$ cat config.mk
export PLATFORM = sky130hd
export DESIGN_NAME = table_linearize_and_moving_average
export DESIGN_NICKNAME = d
export VERILOG_FILES = /design/src/tlma_pkg.sv /design/src/tlma_ram.sv /design/src/tlma_div.sv /design/src/table_linearize_and_moving_average.sv
export SDC_FILE = /design/constraint.sdc
export NUM_CORES = 1
export LEC_CHECK = 0
export BUFFER_PORTS_ARGS = -buffer_cell sky130_fd_sc_hd__buf_4
export CORE_MARGIN = 10
export CORE_UTILIZATION = 45
export CTS_BUF_LIST = sky130_fd_sc_hd__clkbuf_4 sky130_fd_sc_hd__clkbuf_8 sky130_fd_sc_hd__clkbuf_16
export CTS_CLUSTER_DIAMETER = 30
export DETAILED_ROUTE_END_ITERATION = 8
export SLEW_MARGIN = 5
export SYNTH_ARGS = -nofsm -noshare
export SYNTH_HDL_FRONTEND = slang
export SYNTH_SLANG_ARGS = --single-unit
$ cat constraint.sdc
create_clock -name clk -period 23.7 [get_ports clk]
set_clock_uncertainty 0.05 [all_clocks]
set_input_delay 1.185 -clock clk [delete_from_list [all_inputs] [get_ports clk]]
set_output_delay 1.185 -clock clk [all_outputs]
set_load 0.005 [all_outputs]
$ cat src/tlma_pkg.sv
`timescale 1ns / 1ps
// ----------------------------------------------------------------------------
// tlma_pkg
// Shared constants, breakpoint tables and types of the table linearizer with
// moving-average smoothing.
// ----------------------------------------------------------------------------
package tlma_pkg;

  localparam int TABLE_POINTS = 51;
  localparam int SAMPLE_BITS  = 12;
  localparam int WINDOW_DEF   = 10;
  localparam int SAMPLE_W     = 12;
  localparam int TEMP_W       = 15;
  localparam int IDX_W        = $clog2(TABLE_POINTS);

  // breakpoint converter codes, rising
  localparam logic [SAMPLE_BITS-1:0] BP_ADC [TABLE_POINTS] = '{
    12'd541,  12'd561,  12'd601,  12'd628,  12'd707,  12'd743,  12'd777,
    12'd798,  12'd860,  12'd888,  12'd943,  12'd976,  12'd1008, 12'd1044,
    12'd1076, 12'd1123, 12'd1152, 12'd1194, 12'd1198, 12'd1235, 12'd1270,
    12'd1312, 12'd1384, 12'd1422, 12'd1462, 12'd1493, 12'd1507, 12'd1555,
    12'd1600, 12'd1646, 12'd1677, 12'd1718, 12'd1747, 12'd1793, 12'd1834,
    12'd1871, 12'd1905, 12'd1947, 12'd1982, 12'd2005, 12'd2055, 12'd2089,
    12'd2119, 12'd2164, 12'd2199, 12'd2231, 12'd2283, 12'd2337, 12'd2353,
    12'd2389, 12'd2433
  };

  // breakpoint temperatures in 1/256 degC: 18.5 C, then 20.0 .. 69.0 C
  localparam logic [TEMP_W-1:0] BP_TEMP [TABLE_POINTS] = '{
    15'd4736,  15'd5120,  15'd5376,  15'd5632,  15'd5888,  15'd6144,
    15'd6400,  15'd6656,  15'd6912,  15'd7168,  15'd7424,  15'd7680,
    15'd7936,  15'd8192,  15'd8448,  15'd8704,  15'd8960,  15'd9216,
    15'd9472,  15'd9728,  15'd9984,  15'd10240, 15'd10496, 15'd10752,
    15'd11008, 15'd11264, 15'd11520, 15'd11776, 15'd12032, 15'd12288,
    15'd12544, 15'd12800, 15'd13056, 15'd13312, 15'd13568, 15'd13824,
    15'd14080, 15'd14336, 15'd14592, 15'd14848, 15'd15104, 15'd15360,
    15'd15616, 15'd15872, 15'd16128, 15'd16384, 15'd16640, 15'd16896,
    15'd17152, 15'd17408, 15'd17664
  };

  localparam logic [TEMP_W-1:0] TEMP_MIN = BP_TEMP[0];
  localparam logic [TEMP_W-1:0] TEMP_MAX = BP_TEMP[TABLE_POINTS-1];

  typedef enum logic [2:0] {
    ST_IDLE,
    ST_SEARCH,
    ST_INTERP,
    ST_IDIV,
    ST_ACC,
    ST_MDIV,
    ST_OUT
  } tlma_state_t;

endpackage

$ cat src/tlma_ram.sv
`timescale 1ns / 1ps
// ----------------------------------------------------------------------------
// tlma_ram
// Generic single-write, single-read RAM with registered read data.
// ----------------------------------------------------------------------------
module tlma_ram #(
  parameter int WIDTH = 15,
  parameter int DEPTH = 10,
  parameter int AW    = (DEPTH > 1) ? $clog2(DEPTH) : 1
) (
  input  logic             clk,
  input  logic             we,
  input  logic [AW-1:0]    waddr,
  input  logic [WIDTH-1:0] wdata,
  input  logic             re,
  input  logic [AW-1:0]    raddr,
  output logic [WIDTH-1:0] rdata
);

  logic [WIDTH-1:0] mem [DEPTH];

  always_ff @(posedge clk) begin
    if (we) begin
      mem[waddr] <= wdata;
    end
    if (re) begin
      rdata <= mem[raddr];
    end
  end

endmodule

$ cat src/tlma_div.sv
`timescale 1ns / 1ps
// ----------------------------------------------------------------------------
// tlma_div
// Restoring unsigned divider, one quotient bit per cycle, truncating.
// ----------------------------------------------------------------------------
module tlma_div #(
  parameter int NW = 27,
  parameter int DW = 12
) (
  input  logic          clk,
  input  logic          rst,
  input  logic          start,
  input  logic [NW-1:0] num,
  input  logic [DW-1:0] den,
  output logic          done,
  output logic [NW-1:0] quo
);

  localparam int CW = $clog2(NW + 1);

  logic [DW-1:0] rem;
  logic [DW-1:0] dvs;
  logic [CW-1:0] cnt;
  logic          busy;
  logic [DW:0]   shifted;
  logic [DW+1:0] diff;

  assign shifted = {rem, quo[NW-1]};
  assign diff    = {1'b0, shifted} - {2'b00, dvs};

  always_ff @(posedge clk) begin
    if (rst) begin
      busy <= 1'b0;
      done <= 1'b0;
      cnt  <= '0;
    end else begin
      done <= 1'b0;
      if (start) begin
        busy <= 1'b1;
        cnt  <= CW'(NW);
      end else if (busy) begin
        cnt <= cnt - 1'b1;
        if (cnt == CW'(1)) begin
          busy <= 1'b0;
          done <= 1'b1;
        end
      end
    end
  end

  always_ff @(posedge clk) begin
    if (start) begin
      quo <= num;
      dvs <= den;
      rem <= '0;
    end else if (busy) begin
      if (diff[DW+1]) begin
        rem <= shifted[DW-1:0];
        quo <= {quo[NW-2:0], 1'b0};
      end else begin
        rem <= diff[DW-1:0];
        quo <= {quo[NW-2:0], 1'b1};
      end
    end
  end

endmodule

$ cat src/table_linearize_and_moving_average.sv
`timescale 1ns / 1ps
// ----------------------------------------------------------------------------
// table_linearize_and_moving_average
// Converter reading to temperature by piecewise-linear table interpolation,
// followed by a moving average over the last WINDOW temperatures (over all so far until the ring fills).
// ----------------------------------------------------------------------------
// Usage:
//   input channel  in_valid / in_ready carries sensor_sample, one beat per
//   reading. Output channel out_valid / out_ready carries instant_temp and
//   smoothed_temp, one beat per reading, in 1/256 degC.
//   One reading is worked on at a time: in_ready is high only while idle.
//   NW is the dividend width of the shared bit-serial divider (27 bits by
//   default). A reading is searched, then divided for the slope, then
//   divided for the mean; a clamped reading skips the search and the
//   first division, a flat segment skips the first division. The divider
//   runs at most twice per reading and sets the throughput.
//   The history lives in a WINDOW-entry RAM; a running sum is kept by
//   reading back the entry about to be overwritten once the ring is full.
//   Reset clears the ring pointer, the fill flag and the sum; no clearing
//   pass is needed since unwritten entries are never used.
//   A finished result sits in the output register until taken; while the
//   receiver stalls the next reading can be accepted and worked on, and
//   it waits in its last state until the output register is free.
// ----------------------------------------------------------------------------
module table_linearize_and_moving_average #(
  parameter int WINDOW = tlma_pkg::WINDOW_DEF
) (
  input  logic                        clk,
  input  logic                        rst,
  input  logic                        in_valid,
  output logic                        in_ready,
  input  logic [tlma_pkg::SAMPLE_W-1:0] sensor_sample,
  output logic                        out_valid,
  input  logic                        out_ready,
  output logic [tlma_pkg::TEMP_W-1:0] instant_temp,
  output logic [tlma_pkg::TEMP_W-1:0] smoothed_temp
);

  import tlma_pkg::*;

  localparam int AW     = (WINDOW > 1) ? $clog2(WINDOW) : 1;
  localparam int CNT_W  = $clog2(WINDOW + 1);
  localparam int SUM_W  = TEMP_W + CNT_W;
  localparam int MUL_W  = TEMP_W + SAMPLE_BITS;
  localparam int DIV_NW = (MUL_W > SUM_W) ? MUL_W : SUM_W;
  localparam int DIV_DW = (SAMPLE_BITS > CNT_W) ? SAMPLE_BITS : CNT_W;

  tlma_state_t state, state_next;

  logic [SAMPLE_BITS-1:0] samp;
  logic [SAMPLE_BITS-1:0] in_samp;
  logic [IDX_W-1:0]       lo;
  logic [IDX_W-1:0]       hi;
  logic [IDX_W:0]         mid_sum;
  logic [IDX_W-1:0]       mid;
  logic [IDX_W-1:0]       seg_lo;
  logic [TEMP_W-1:0]      temp;
  logic [TEMP_W-1:0]      base;
  logic [SUM_W-1:0]       sum;
  logic [SUM_W-1:0]       sum_next;
  logic [AW-1:0]          wp;
  logic [AW-1:0]          wp_next;
  logic                   full;
  logic                   full_next;
  logic [CNT_W-1:0]       count_next;
  logic                   wrap;

  logic [SAMPLE_BITS-1:0] s1, s2;
  logic [TEMP_W-1:0]      t1, t2;
  logic                   flat_seg;
  logic [MUL_W-1:0]       slope_prod;

  logic                   accept;
  logic                   out_load;
  logic                   clamp_lo, clamp_hi;

  logic                   div_start;
  logic [DIV_NW-1:0]      div_num;
  logic [DIV_DW-1:0]      div_den;
  logic                   div_done;
  logic [DIV_NW-1:0]      div_quo;

  logic [TEMP_W-1:0]      ring_old;

  assign in_samp  = sensor_sample[SAMPLE_BITS-1:0];
  assign accept   = in_valid && in_ready;
  assign clamp_lo = in_samp <= BP_ADC[0];
  assign clamp_hi = in_samp >= BP_ADC[TABLE_POINTS-1];

  // binary search for the first breakpoint at or above the sample
  assign mid_sum = {1'b0, lo} + {1'b0, hi};
  assign mid     = mid_sum[IDX_W:1];

  assign seg_lo     = lo - 1'b1;
  assign s1         = BP_ADC[seg_lo];
  assign s2         = BP_ADC[lo];
  assign t1         = BP_TEMP[seg_lo];
  assign t2         = BP_TEMP[lo];
  assign flat_seg   = (s2 <= s1) || (t2 < t1);
  assign slope_prod = (MUL_W'(t2 - t1)) * (MUL_W'(samp - s1));

  // running sum: drop the oldest entry once the ring has filled
  assign wrap       = (wp == AW'(WINDOW - 1));
  assign wp_next    = wrap ? '0 : wp + 1'b1;
  assign full_next  = full || wrap;
  assign sum_next   = sum + SUM_W'(temp) - (full ? SUM_W'(ring_old) : '0);
  assign count_next = full_next ? CNT_W'(WINDOW) : (CNT_W'(wp) + 1'b1);

  always_comb begin
    state_next = state;
    in_ready   = 1'b0;
    out_load   = 1'b0;
    div_start  = 1'b0;
    div_num    = DIV_NW'(slope_prod);
    div_den    = DIV_DW'(s2 - s1);
    unique case (state)
      ST_IDLE: begin
        in_ready = 1'b1;
        if (in_valid) begin
          state_next = (clamp_lo || clamp_hi) ? ST_ACC : ST_SEARCH;
        end
      end
      ST_SEARCH: begin
        if (lo == hi) begin
          state_next = ST_INTERP;
        end
      end
      ST_INTERP: begin
        if (flat_seg) begin
          state_next = ST_ACC;
        end else begin
          div_start  = 1'b1;
          state_next = ST_IDIV;
        end
      end
      ST_IDIV: begin
        if (div_done) begin
          state_next = ST_ACC;
        end
      end
      ST_ACC: begin
        div_start  = 1'b1;
        div_num    = DIV_NW'(sum_next);
        div_den    = DIV_DW'(count_next);
        state_next = ST_MDIV;
      end
      ST_MDIV: begin
        if (div_done) begin
          state_next = ST_OUT;
        end
      end
      ST_OUT: begin
        if (!out_valid || out_ready) begin
          out_load   = 1'b1;
          state_next = ST_IDLE;
        end
      end
      default: state_next = ST_IDLE;
    endcase
  end

  always_ff @(posedge clk) begin
    if (rst) begin
      state <= ST_IDLE;
    end else begin
      state <= state_next;
    end
  end

  // control state
  always_ff @(posedge clk) begin
    if (rst) begin
      wp        <= '0;
      full      <= 1'b0;
      sum       <= '0;
      out_valid <= 1'b0;
    end else begin
      if (state == ST_ACC) begin
        wp   <= wp_next;
        full <= full_next;
        sum  <= sum_next;
      end
      if (out_load) begin
        out_valid <= 1'b1;
      end else if (out_ready) begin
        out_valid <= 1'b0;
      end
    end
  end

  // payload
  always_ff @(posedge clk) begin
    if (accept) begin
      samp <= in_samp;
      lo   <= IDX_W'(1);
      hi   <= IDX_W'(TABLE_POINTS - 1);
      temp <= clamp_lo ? TEMP_MIN : TEMP_MAX;
    end
    if (state == ST_SEARCH && lo != hi) begin
      if (BP_ADC[mid] >= samp) begin
        hi <= mid;
      end else begin
        lo <= mid + 1'b1;
      end
    end
    if (state == ST_INTERP) begin
      base <= t1;
      temp <= t1;
    end
    if (state == ST_IDIV && div_done) begin
      temp <= base + div_quo[TEMP_W-1:0];
    end
    if (out_load) begin
      instant_temp  <= temp;
      smoothed_temp <= div_quo[TEMP_W-1:0];
    end
  end

  tlma_div #(
    .NW (DIV_NW),
    .DW (DIV_DW)
  ) u_div (
    .clk   (clk),
    .rst   (rst),
    .start (div_start),
    .num   (div_num),
    .den   (div_den),
    .done  (div_done),
    .quo   (div_quo)
  );

  // oldest entry is fetched at accept and used in the accumulate step
  tlma_ram #(
    .WIDTH (TEMP_W),
    .DEPTH (WINDOW),
    .AW    (AW)
  ) u_ring (
    .clk   (clk),
    .we    (state == ST_ACC),
    .waddr (wp),
    .wdata (temp),
    .re    (accept),
    .raddr (wp),
    .rdata (ring_old)
  );

  a_one_at_a_time: assert property (@(posedge clk) disable iff (rst)
    accept |=> !in_ready)
    else $error("second reading accepted while one is in progress");

  a_full_sticks: assert property (@(posedge clk) disable iff (rst)
    full |=> full)
    else $error("fill flag dropped after the ring filled");

  a_wp_range: assert property (@(posedge clk) disable iff (rst)
    wp <= AW'(WINDOW - 1))
    else $error("ring pointer beyond window");

  a_instant_range: assert property (@(posedge clk) disable iff (rst)
    out_valid |-> (instant_temp >= TEMP_MIN) && (instant_temp <= TEMP_MAX))
    else $error("interpolated temperature outside table range");

  a_smoothed_range: assert property (@(posedge clk) disable iff (rst)
    out_valid |-> (smoothed_temp >= TEMP_MIN) && (smoothed_temp <= TEMP_MAX))
    else $error("mean temperature outside table range");

endmodule
== After elaboration in Yosys (flattened, before gate mapping) ==
Memories as Yosys holds them, arrays and structs flattened. A register that Yosys moved wholly into a read port is not among the register bits.
Index checks and enable logic that the tools add are counted.

* Memory bits (writable): 150
* Logic and storage cells: 133
* Bits of input ports: 16
* Memories: 6
* Register bits after elaboration: 170
* Bits in latches: 0
* Bits in read-only memories: 4224

{| class="wikitable"
|+ Memory list
! memory !! depth !! width !! read ports !! clocked after memory_dff !! write ports !! RTL line !! source
|-
| (no name shown) || 64 || 15 || 1 || 0 || 0 || table_linearize_and_moving_average.sv:98 || <nowiki>assign t2 = BP_TEMP[lo];</nowiki>
|-
| (no name shown) || 64 || 15 || 1 || 0 || 0 || table_linearize_and_moving_average.sv:97 || <nowiki>assign t1 = BP_TEMP[seg_lo];</nowiki>
|-
| (no name shown) || 64 || 12 || 1 || 0 || 0 || table_linearize_and_moving_average.sv:200 || <nowiki>if (BP_ADC[mid] >= samp) begin</nowiki>
|-
| (no name shown) || 64 || 12 || 1 || 0 || 0 || table_linearize_and_moving_average.sv:96 || <nowiki>assign s2 = BP_ADC[lo];</nowiki>
|-
| (no name shown) || 64 || 12 || 1 || 0 || 0 || table_linearize_and_moving_average.sv:95 || <nowiki>assign s1 = BP_ADC[seg_lo];</nowiki>
|-
| u_ring.mem || 10 || 15 || 1 || 1 || 1 || tlma_ram.sv:20 || <nowiki>logic [WIDTH-1:0] mem [DEPTH];</nowiki>
|}

* $lt $le $gt $ge: 8
* Bitwise operators: 4
* Add/subtract/negate cells: 12
* Shift operators: 0
* Div/mod/pow operators: 0
* $mul: 1
* Multiplexer cells: 52
* Equality and inequality tests: 15
* Reduce and logical (&&, ||, !) cells: 15

{| class="wikitable"
|+ Operators by type and width
! operator !! count
|-
| two-way mux 15 bit || 9
|-
| two-way mux 12 bit || 7
|-
| two-way mux 27 bit || 3
|-
| two-way mux 6 bit || 6
|-
| multiplier 16 x 13 -> 27 bit || 1
|-
| greater-or-equal comparator 7 bit, second input constant || 3
|-
| two-way mux 3 bit || 7
|-
| inverter 6 -> 7 bit || 3
|-
| one-hot mux 3 bit (7 select lines) || 1
|-
| adder 19 x 15 -> 19 bit || 1
|-
| subtractor 19 x 15 -> 19 bit || 1
|-
| subtractor 15 x 15 -> 16 bit || 1
|-
| adder 15 bit || 1
|-
| less-than comparator 15 bit || 1
|-
| subtractor 13 x 12 -> 14 bit || 1
|-
| two-way mux 1 bit || 13
|-
| subtractor 12 x 12 -> 13 bit || 1
|-
| greater-or-equal comparator 12 bit || 1
|-
| greater-or-equal comparator 12 bit, second input constant || 1
|-
| <= comparator 12 x 10 -> 1 bit, second input constant || 1
|-
| <= comparator 12 bit || 1
|-
| two-way mux 4 bit || 3
|-
| subtractor 12 bit || 1
|-
| two-way mux 5 bit || 2
|-
| 25 further kinds || 37
|}

== Logic depth before layout (Yosys ltp) ==
* Depth after elaboration: 10
* Mapped depth: 51
* Gate-level depth less buffers: 46

== Modules after synthesis ==
A second synthesis with hierarchy kept.

* Cells, all modules: 2443
* Area, all modules: 24542.3 µm²

{| class="wikitable"
|+ By module, submodules not included
! module !! instances !! area each (µm²) !! cells an instance
|-
| table_linearize_and_moving_average || 1 || 15223.4 || 1854
|-
| tlma_ram || 1 || 6406.1 || 335
|-
| tlma_div || 1 || 2912.8 || 254
|}

== Worst setup path before layout ==
Ideal clock, no wire load.

* Kind: reg-to-reg
* Start point: register lo[1]
* End point: register u_div.quo[26], data pin
* Cell stages (with the launch flop): 50
* Library setup time: 0.263 ns
* Path slack: 13.467 ns
* Data arrival time: 9.920 ns
* Cells stage by stage: dfxtp_1 clkbuf_1 inv_1 ha_1 buf_2 inv_1 ha_1 clkbuf_1 clkbuf_1 nor2_1 a21oi_1 nor2_1 nor2_1 nor2_1 nor2_1 a211oi_1 inv_1 ha_1 (+14 left out) inv_1 fa_1 inv_1 ha_1 ha_1 nor2b_1 o21ai_0 a21boi_0 o21ai_0 a21boi_0 o2111ai_1 a31oi_1 a21o_1 a21oi_1 xnor2_1 xnor2_1 nor4_1 nand3b_1

* Word-level cells in the longest chain between the ends: 10

{| class="wikitable"
|+ Ends and longest elaborated chain
! item !! RTL line !! source
|-
| start: declaration || table_linearize_and_moving_average.sv:52 || <nowiki>logic [IDX_W-1:0] lo;</nowiki>
|-
| start signal: assignment || table_linearize_and_moving_average.sv:203 || <nowiki>lo <= mid + 1'b1;</nowiki>
|-
| subtractor 6 x 1 -> 6 bit * || table_linearize_and_moving_average.sv:94 || <nowiki>assign seg_lo = lo - 1'b1;</nowiki>
|-
| inverter 6 -> 7 bit (implied by the code) * || table_linearize_and_moving_average.sv:97 ||
|-
| memory (64 x 15 bit) * || n/a ||
|-
| two-way mux 15 bit (implied by the code) * (2 in a row) || table_linearize_and_moving_average.sv:97 ||
|-
| named net t1[8] || table_linearize_and_moving_average.sv:69 || <nowiki>logic [TEMP_W-1:0] t1, t2;</nowiki>
|-
| branches (longest 4 deep; another with multiplier 16 x 13 -> 27 bit) || n/a ||
|-
| two-way mux 27 bit * || tlma_div.sv:52 || <nowiki>if (start) begin</nowiki>
|-
| end signal: assignment || tlma_div.sv:53 || <nowiki>quo <= num;</nowiki>
|-
| end signal: assignment || tlma_div.sv:59 || <nowiki>quo <= {quo[NW-2:0], 1'b0};</nowiki>
|-
| end signal: assignment || tlma_div.sv:62 || <nowiki>quo <= {quo[NW-2:0], 1'b1};</nowiki>
|-
| end: declaration || tlma_div.sv:16 || <nowiki>output logic [NW-1:0] quo</nowiki>
|}

Mark *: on every way through the listed nets, which the timed path passes. The select of a mux whose other input is x is not followed.
A chain may end at the register's enable or synchronous reset.

== Final worst setup path ==
Same ends and word-level chain as after synthesis.

==> qor.yml <==
crit_arrival_ps: 12100
clk_latency_ps: 600
slew_viol_final: 0
yosysWarnings: 0
gr-total-overflow: 0
syn-num-nets: 2674
antenna_found_initial: 0
grt_pass1_vias: 18187
fin_crit_sh_pct: 49.9
numPortBuffers: 47
grt_max_degree: 72
routed_wirelength_um: 62000
dpl.cell_count: 3000
cpPeakStageDelay_ps: 760
postCtsHoldBufs: 0
initialDrtViolationCount: 1199
grtUsageTotal_pct: 19.7
synth_cells: 2349
hold_violations: 0
async_flop_share_pct: 0
final.setup.tns_ps: 0
critical_path_class: "flop to flop"
io_pins: 48
seq_area_sq_um: 9260
layout-drive-gt1-share_pct: 12.3
cts-root-buf: "clkbuf_16"
synth_edf_count: 269
fin_crit_ps: 11820
drc: 0
avgRoutedWirePerCell_um: 19.8
ys_ff_latch: 328
cts_resized: 0
worstMarginPinSlew_ps: 1110
syn_area_sq_um: 24100
h-tree-depth: 3
synth.most_common_cell: "edfxtp_1"
drt_pre_antenna_iters: 5
die_h_um: 251
status: "completed"
cts_setup_buffers: 0
yosysSeqAreaShare_pct: 38.4
hp-class: "flop to flop"
cts_tree: "built"
max_freq_mhz: 84.6
die_area_sq_um: 63200
avgSynthCellArea_sq_um: 10.3
final_cells: 3136
hpwl_um: 45000
critPathCaptureType: "flop"
slew_headroom_pct: 26.0
max-cap-violations: 0
grt_pass1_wl_um: 99600
num_vias: 17533
worst_slack_ps: 11880
cts_buffers: 75
yosys-top-cells-count: "edfxtp_1, inv_1, nand2_1"
gp_congestion: 0.964
start_kind: "flop"
critPathTopFamily: "adder cells"
post-route-util_pct: 52.5
area_delta_synth_final_pct: 15.1
core_sq_um: 52800
multi_input_area_sq_um: 13400
pre_cts_ws_ps: 11980
yosysTopAreaCellShare_pct: 33.5
path_clk_slew_ps: 50
synth.area.top_cells: "edfxtp_1, fa_1, ha_1, dfxtp_1, inv_1"
critical_path.max_fanout: 29
die_w_um: 251
setup-violations-final: 0
rows: 84
ant_nets: 0
cts_sinks: 328
nets: 2714
path_common_cell: "nor2_1"
rsz0062_at_grt: "false"
crit_buf_inv: 5
cp_slowest_cell: "dfxtp_1"
cts_buffer_depth: 3
synth_cell_types: 90
synth_flop_cell: "edfxtp_1"
vias_per_cell: 5.59
n_antenna_cell: 0
required_ps: 23980
synth_top_area_cell: "edfxtp_1"
start_util_pct: 45.7
n_fill_cell: 4682
## worst min-delay path: cells and delay by family, from the launching register on
family | cells | cell delay (ps)
compound gates | 1 | 50
flops | 1 | 300
simple gates | 1 | 50
## layout make-up
cell class / instances / area share (%)
clock buffers: 85 / 7.15
clock inverters: 51 / 2.27
inverters: 256 / 3.47
multi-input cells: 1649 / 48.4
flip-flops and latches: 328 / 33.4
well taps: 688 / 3.11
repair buffers: 79 / 2.14
## metrics by stage
step	hold WS [ps]	cell area, sq um
finish	400	27700
global route	429	27700
CTS	403	27700
detailed placement	397	25100
global placement	395	25100
floorplan	376	24100
## metal layers
layer / up-vias / GRT usage (%) / share of wire, %
met5: - / 0 / 0
met1: 8638 / 25.1 / 43
met3: 106 / 3.56 / 5.5
li1: 8279 / - / -
met2: 510 / 32.6 / 48
met4: 0 / 8.02 / 3.4
## state kept, by name (all words and copies together), names as in the netlist, 15 cells and up
name and count:
instant_temp 15, temp 15, u_ring.mem 150, u_ring.rdata 15, u_div.quo 27, sum 19
smoothed_temp 15
## path summary, 6_finish.rpt
check        cells past startpoint           startpoint  slack [ps]                      end
max                             43        lo[1]$_DFF_P_       11880  u_div.quo[26]$_DFFE_PP_
min                              2  sum[0]$_SDFFE_PP0P_         400      sum[0]$_SDFFE_PP0P_
max reg2reg                     43        lo[1]$_DFF_P_       11880  u_div.quo[26]$_DFFE_PP_
min reg2reg                      2  sum[0]$_SDFFE_PP0P_         400      sum[0]$_SDFFE_PP0P_
## cells in the final DEF (no fill, tap or decap), types with 13 or more instances in the layout
master       n
edfxtp_1   269
inv_1      253
nand2_1    222
nor2_1     181
ha_1       173
a21oi_1    152
fa_1       136
o21ai_0    111
buf_4       79
clkbuf_16   76
xnor2_1     75
dfxtp_1     57
mux2i_1     44
nor2b_1     42
nor3_1      42
nand3_1     40
a211oi_1    38
and2_1      37
mux4_2      36
nand2b_1    32
xor2_1      27
a21o_1      25
o211ai_1    23
a31oi_1     18
or2_2       17
o21bai_1    14
clkinv_2    13
## logic make-up (layout without fill, tap and decap cells)
| group | count (synthesis) | after routing | share of synthesized area [%] |
|---|---|---|---|
| AO/OA/AOI/OAI | 482 | 482 | 12.8 |
| XOR/XNOR | 107 | 107 | 4.06 |
| adder cells (fa/ha/maj) | 311 | 311 | 20.4 |
| buffers and inverters | 372 | 471 | 5.91 |
| flip-flops | 328 | 328 | 38.4 |
| multiplexers | 87 | 87 | 5.54 |
| AND/OR/NAND/NOR | 662 | 662 | 12.9 |
Power is not shown: default switching activity piles up to over one toggle a cycle in this logic, so the estimate is an artifact.
